## src/hw/rtl/dsse_pkg.sv

```systemverilog
// dsse_pkg: shared types, constants and segment table for the decimal
// seven-segment encoder. No dependencies.
`timescale 1ns / 1ps
`default_nettype none

package dsse_pkg;

    localparam int VALUE_W = 20;
    localparam int POS_W   = 3;
    localparam int SEG_W   = 8;
    localparam int DP_W    = 3;
    localparam int ADDR_W  = 3;
    localparam int DATA_W  = 32;

    // register map
    localparam logic [ADDR_W-1:0] REG_DP_ADDR = 3'd0;
    localparam logic [DP_W-1:0]   DP_RESET    = 3'd2;

    // reciprocal of ten for a 20-bit dividend: q = (t * RECIP10) >> RECIP_SH
    localparam logic [VALUE_W-1:0] RECIP10  = 20'd838861;
    localparam int                 RECIP_SH = 23;

    // powers of ten used for the digit count
    localparam logic [31:0] POW10 [0:9] = '{
        32'd1, 32'd10, 32'd100, 32'd1000, 32'd10000, 32'd100000,
        32'd1000000, 32'd10000000, 32'd100000000, 32'd1000000000
    };

    // one accepted value, ready for the emitter
    typedef struct packed {
        logic [VALUE_W-1:0] value;
        logic [POS_W-1:0]   nblank;
        logic [DP_W-1:0]    dp;
    } item_t;

    function automatic logic [SEG_W-1:0] seg_lo(input logic [3:0] d);
        logic [SEG_W-1:0] s;
        case (d)
            4'd0:    s = 8'hFC;
            4'd1:    s = 8'h60;
            4'd2:    s = 8'hDB;
            4'd3:    s = 8'hF3;
            4'd4:    s = 8'h67;
            4'd5:    s = 8'hB7;
            4'd6:    s = 8'hBF;
            4'd7:    s = 8'hE4;
            4'd8:    s = 8'hFF;
            4'd9:    s = 8'hF7;
            default: s = 8'h00;
        endcase
        return s;
    endfunction

    function automatic logic [SEG_W-1:0] seg_hi(input logic [3:0] d);
        logic [SEG_W-1:0] s;
        case (d)
            4'd0:    s = 8'h28;
            4'd1:    s = 8'h20;
            default: s = 8'h00;
        endcase
        return s;
    endfunction

endpackage

`default_nettype wire

```

## src/hw/rtl/dsse_in_stage.sv

```systemverilog
// dsse_in_stage: input register; captures a value, its blank count and the
// effective decimal point. Depends on dsse_pkg.
`timescale 1ns / 1ps
`default_nettype none

module dsse_in_stage #(
    parameter int NUM_DIGITS = 6
) (
    input  wire logic                        clk,
    input  wire logic                        rst_n,
    input  wire logic                        in_valid,
    output logic                             in_stall,
    input  wire logic [dsse_pkg::VALUE_W-1:0] value,
    input  wire logic [dsse_pkg::DP_W-1:0]    dp_cfg,
    input  wire logic                        take,
    output logic                             item_valid,
    output dsse_pkg::item_t                  item
);
    import dsse_pkg::*;

    localparam int NW = $clog2(NUM_DIGITS + 1);

    logic            valid_reg;
    logic            valid_next;
    item_t           item_reg;
    item_t           item_next;
    logic [NW-1:0]   ndig;
    logic [DP_W-1:0] dp_eff;
    logic            accept;

    // digit count from magnitude, raised to reach the decimal point
    always_comb
    begin
        ndig = NW'(1);
        for (int i = 1; i < NUM_DIGITS; i++)
        begin
            if ({{(32-VALUE_W){1'b0}}, value} >= POW10[i])
                ndig = NW'(i + 1);
        end
        if ({1'b0, dp_cfg} > 4'(NUM_DIGITS - 1))
            dp_eff = '0;
        else
            dp_eff = dp_cfg;
        if (NW'(dp_eff) >= ndig)
            ndig = NW'(dp_eff) + NW'(1);
    end

    assign in_stall = valid_reg && !take;
    assign accept   = in_valid && !in_stall;

    always_comb
    begin
        item_next.value  = value;
        item_next.nblank = POS_W'(NW'(NUM_DIGITS) - ndig);
        item_next.dp     = dp_eff;
        if (accept)
            valid_next = 1'b1;
        else if (take)
            valid_next = 1'b0;
        else
            valid_next = valid_reg;
    end

    // control register
    always_ff @(posedge clk or negedge rst_n)
    begin
        if (!rst_n)
            valid_reg <= 1'b0;
        else
            valid_reg <= valid_next;
    end

    // payload register
    always_ff @(posedge clk)
    begin
        if (accept)
            item_reg <= item_next;
    end

    assign item_valid = valid_reg;
    assign item       = item_reg;

endmodule

`default_nettype wire

```

## config.mk

```make
export PLATFORM = sky130hd
export DESIGN_NAME = dsse_in_stage
export DESIGN_NICKNAME = d
export VERILOG_FILES = /design/src/hw/rtl/dsse_pkg.sv /design/src/hw/rtl/dsse_in_stage.sv
export SDC_FILE = /design/constraint.sdc
export NUM_CORES = 1
export LEC_CHECK = 0
export BUFFER_PORTS_ARGS = -buffer_cell sky130_fd_sc_hd__buf_2
export CAP_MARGIN = 20
export CORE_MARGIN = 3
export CORE_UTILIZATION = 45
export CTS_CLUSTER_DIAMETER = 30
export DETAILED_ROUTE_END_ITERATION = 10
export PLACE_DENSITY = 0.77
export SLEW_MARGIN = 20
export SYNTH_ARGS = -nofsm -noshare
export SYNTH_HDL_FRONTEND = slang
export SYNTH_SLANG_ARGS = --single-unit
export TNS_END_PERCENT = 30
```

## constraint.sdc

```tcl
create_clock -name clk -period 2.1 [get_ports clk]
set_clock_uncertainty 0.15 [all_clocks]
set_input_delay 0 -clock clk [delete_from_list [all_inputs] [get_ports clk]]
set_output_delay 0 -clock clk [all_outputs]
set_load 0.1 [all_outputs]
```

==> impl_metrics.env <==
export IMPL_numCtsBuffers=3
export IMPL_cp_slowest_cell="sky130_fd_sc_hd__or4_4"
export IMPL_detailedRoute_firstPassIterationCount=4
export IMPL_drt_iter0_drc=30
export IMPL_worst_endpoint_required_ps=2050
export IMPL_critical_path_top_delay_family="simple AND/OR/NAND/NOR gates"
export IMPL_path_cells="buf_6 -> or4_4 -> nand3b_4 -> nor3_1 -> a21oi_1 -> ha_1 -> nand2_1 -> o21ai_4 -> mux2i_1 -> ha_2 -> xnor2_1"
export IMPL_largest_register_ffs=26
export IMPL_core_region_area_um2=2500
export IMPL_sw_frac=0.364
export IMPL_total_routed_wirelength_um=3370
export IMPL_postLayoutCoreUtil=0.813
export IMPL_tritoncts_clock_tree="done"
export IMPL_die_height_um=57.5
export IMPL_mappedNetlistArea_um2=1190
export IMPL_root_cell_of_the_clock_tree="sky130_fd_sc_hd__clkbuf_4"
export IMPL_synth_largest_area_cell="sky130_fd_sc_hd__edfxtp_1"
export IMPL_worst_path_max_fanout=5
export IMPL_final_hold_worst_slack_ps=228
export IMPL_finalWorstSetupSlack_ps=-201
export IMPL_timing_final_max_slew_violations=0
export IMPL_grt_pass1_vias=1144
export IMPL_gp_congestion=0.777
export IMPL_htree_num_levels=1
export IMPL_ant_nets=0
export IMPL_insertion_delay_ps=320
export IMPL_power_switching_uw=471
export IMPL_pwr_share_seq=0.492
export IMPL_rows=18
export IMPL_hold_viol_final=0
export IMPL_mappedNetlistNets=115
export IMPL_yosys_register_bits=27
export IMPL_fmax_ghz=0.435
export IMPL_synth_yosys_seq_area_share=0.675
export IMPL_chipWidth_um=57.5
export IMPL_synth_largest_type_area_fraction=0.654
export IMPL_synth_cell_types=33
export IMPL_grt_max_degree=27
export IMPL_endpoint_kind="register"
export IMPL_timing_max_cap_violations=0
export IMPL_tritoncts_num_sinks=27
export IMPL_postSynthCellCount=83
export IMPL_final_cell_area_um2=2030
export IMPL_clock_path_buffers=2
export IMPL_post_synth_cell_area_avg_um2=14.4
export IMPL_finalWorstPathRequiredPeriod_ps=2300
export IMPL_placed_cell_area_um2=1670
export IMPL_io_pin_count=55
export IMPL_setup_repair_after_global_routing_missed_its_margin="yes"
export IMPL_most_common_layout_cells="sky130_fd_sc_hd__buf_2 (52), sky130_fd_sc_hd__dlygate4sd3_1 (28), sky130_fd_sc_hd__edfxtp_1 (26)"
export IMPL_clkPwrFrac=0.173
export IMPL_numPortBuffers=54
export IMPL_syn_to_final_growth_pct=70.3
export IMPL_clk_pin_slew_worst_paths_ps=140
export IMPL_worst_endpoint_arrival_ps=2250
export IMPL_design_final_nets=225
export IMPL_initial_core_util=0.477
export IMPL_remaining_drc_errors=0
export IMPL_antenna_diode_count=0
export IMPL_timing_worst_setup_path_type="in2reg"
export IMPL_groute_usage_overall=0.213
export IMPL_fillCellCount=122
export IMPL_detailedPlacementHpwl_um=2240
export IMPL_final_common_cell="sky130_fd_sc_hd__buf_2"
export IMPL_grt_first_pass_wirelength_um=5310
export IMPL_setup_viols_final=2
export IMPL_initial_antenna_violation_count=0
export IMPL_worst_path_largest_cell_delay_ps=550
export IMPL_synth_top_cells_by_area="sky130_fd_sc_hd__edfxtp_1 (65%), sky130_fd_sc_hd__ha_1 (5.2%), sky130_fd_sc_hd__dfrtp_1 (2.1%)"
export IMPL_buffers_plus_inverters_on_the_worst_setup_path=1
export IMPL_failed_checks="negative setup slack"
export IMPL_cp_start_kind="primary input"
export IMPL_routedWlPerCell_um=15.2
export IMPL_finalCritPeriodShare=1.10
export IMPL_grt_remaining_overflow=0
export IMPL_ys_warnings_count=0
export IMPL_power_share_combinational=0.335
export IMPL_max_vdd_ir_drop_mv=0.558
export IMPL_routed_via_density=5.12
export IMPL_power_density_cell_area_nw_per_um2=636
export IMPL_fp_dieArea_um2=3310
export IMPL_static_leakage_power_uw=0.000920
export IMPL_tightest_slew_ps=593
export IMPL_layout_drive_gt1_share=0.484
export IMPL_intPower_uw=822
export IMPL_vias=1136
export IMPL_run_status="complete, but fails checks"
export IMPL_hold_class="in2reg"
export IMPL_max_slew_margin_rel=0.605
## cells by family after synthesis
logic type | after synthesis | share of synthesized area
simple gates | 27 | 0.143
buf+inv | 5 | 0.0157
compound gates | 16 | 0.0912
mux | 1 | 0.00839
xor+xnor | 2 | 0.0147
flops | 27 | 0.675
fa+ha+maj | 5 | 0.0524
## stage by stage
step                      setup slack [ps]  total power, uW  TNS [ps]  instances
after floorplan                       -316              924      -602         83
after global placement                -510             1020     -1150        188
after detailed placement              -587             1030     -1350        188
after CTS                             -215             1290      -395        222
after global routing                  -262             1350      -501        222
final                                 -201             1290      -364        222
## cell type report
class,count,area (um^2),share of cell area
sequential,27,806,0.396
timing repair buffer,105,736,0.362
multi-input combinational,51,409,0.201
tap,30,37.5,0.0185
clock buffer,4,26.3,0.0129
inverter,5,18.8,0.00923
## cells in the mapped netlist
cell type	number
sky130_fd_sc_hd__nor2_1	2
sky130_fd_sc_hd__o311a_1	1
sky130_fd_sc_hd__ha_1	5
sky130_fd_sc_hd__o21ai_1	5
sky130_fd_sc_hd__nand3_1	1
sky130_fd_sc_hd__nor4b_1	1
sky130_fd_sc_hd__a21oi_1	2
sky130_fd_sc_hd__a211oi_1	1
sky130_fd_sc_hd__nand3b_4	1
sky130_fd_sc_hd__and2_1	1
sky130_fd_sc_hd__nand2b_1	2
sky130_fd_sc_hd__or4_4	1
sky130_fd_sc_hd__nand2_1	6
sky130_fd_sc_hd__o211ai_1	1
sky130_fd_sc_hd__a211oi_2	1
sky130_fd_sc_hd__xnor2_1	1
sky130_fd_sc_hd__nand4_1	1
sky130_fd_sc_hd__mux2i_1	1
sky130_fd_sc_hd__a31oi_1	1
sky130_fd_sc_hd__inv_1	5
sky130_fd_sc_hd__edfxtp_1	26
sky130_fd_sc_hd__a2111o_1	1
sky130_fd_sc_hd__dfrtp_1	1
sky130_fd_sc_hd__xor2_1	1
sky130_fd_sc_hd__nor4_1	1
sky130_fd_sc_hd__nor3_1	2
sky130_fd_sc_hd__nor2_2	1
sky130_fd_sc_hd__or2_1	1
sky130_fd_sc_hd__nor3_2	1
sky130_fd_sc_hd__nor2b_1	4
sky130_fd_sc_hd__o2bb2ai_1	1
sky130_fd_sc_hd__and3_1	1
sky130_fd_sc_hd__o21ai_0	2
## power groups by stage
| stage | registers (uW) | logic, uW | clock network (uW) |
|---|---|---|---|
| final | 636 | 433 | 224 |
| after global routing | 638 | 453 | 255 |
| after CTS | 636 | 425 | 226 |
| after detailed placement | 648 | 380 | 0 |
| after global placement | 647 | 373 | 0 |
| after floorplan | 867 | 57.1 | 0 |
## repair_timing
item | 4_1_cts | 5_1_grt
endpoints found under the hold margin | 25 | 0
setup buffers | 2 | 0
setup endpoints to repair | 2 | 3
hold buffers | 28 | 0
gates resized for setup | 2 | 5
pin swaps | 2 | 2
## per-layer routing
layer  track usage  vias to the layer above  wire length [um]
met4         0.129                        0               128
met1         0.240                      547              1330
met2         0.373                       38              1750
met5             0                        -                 0
li1              -                      540                 -
met3        0.0362                       11               162
## path summary, 6_finish.rpt
kind / from / end / slack (ps) / depth (start not counted)
worst min-delay path: value[0] / item[6] / 230 / 2
worst max register to register: item_valid / item[4] / 510 / 2
worst max-delay path: value[17] / item[5] / -200 / 11
min in group asynchronous: rst_n / item_valid / 350 / 3
max in group asynchronous: rst_n / item_valid / 1360 / 3
worst min register to register: item_valid / item[24] / 980 / 2
Note: power is estimated with default switching activity, not from simulation.
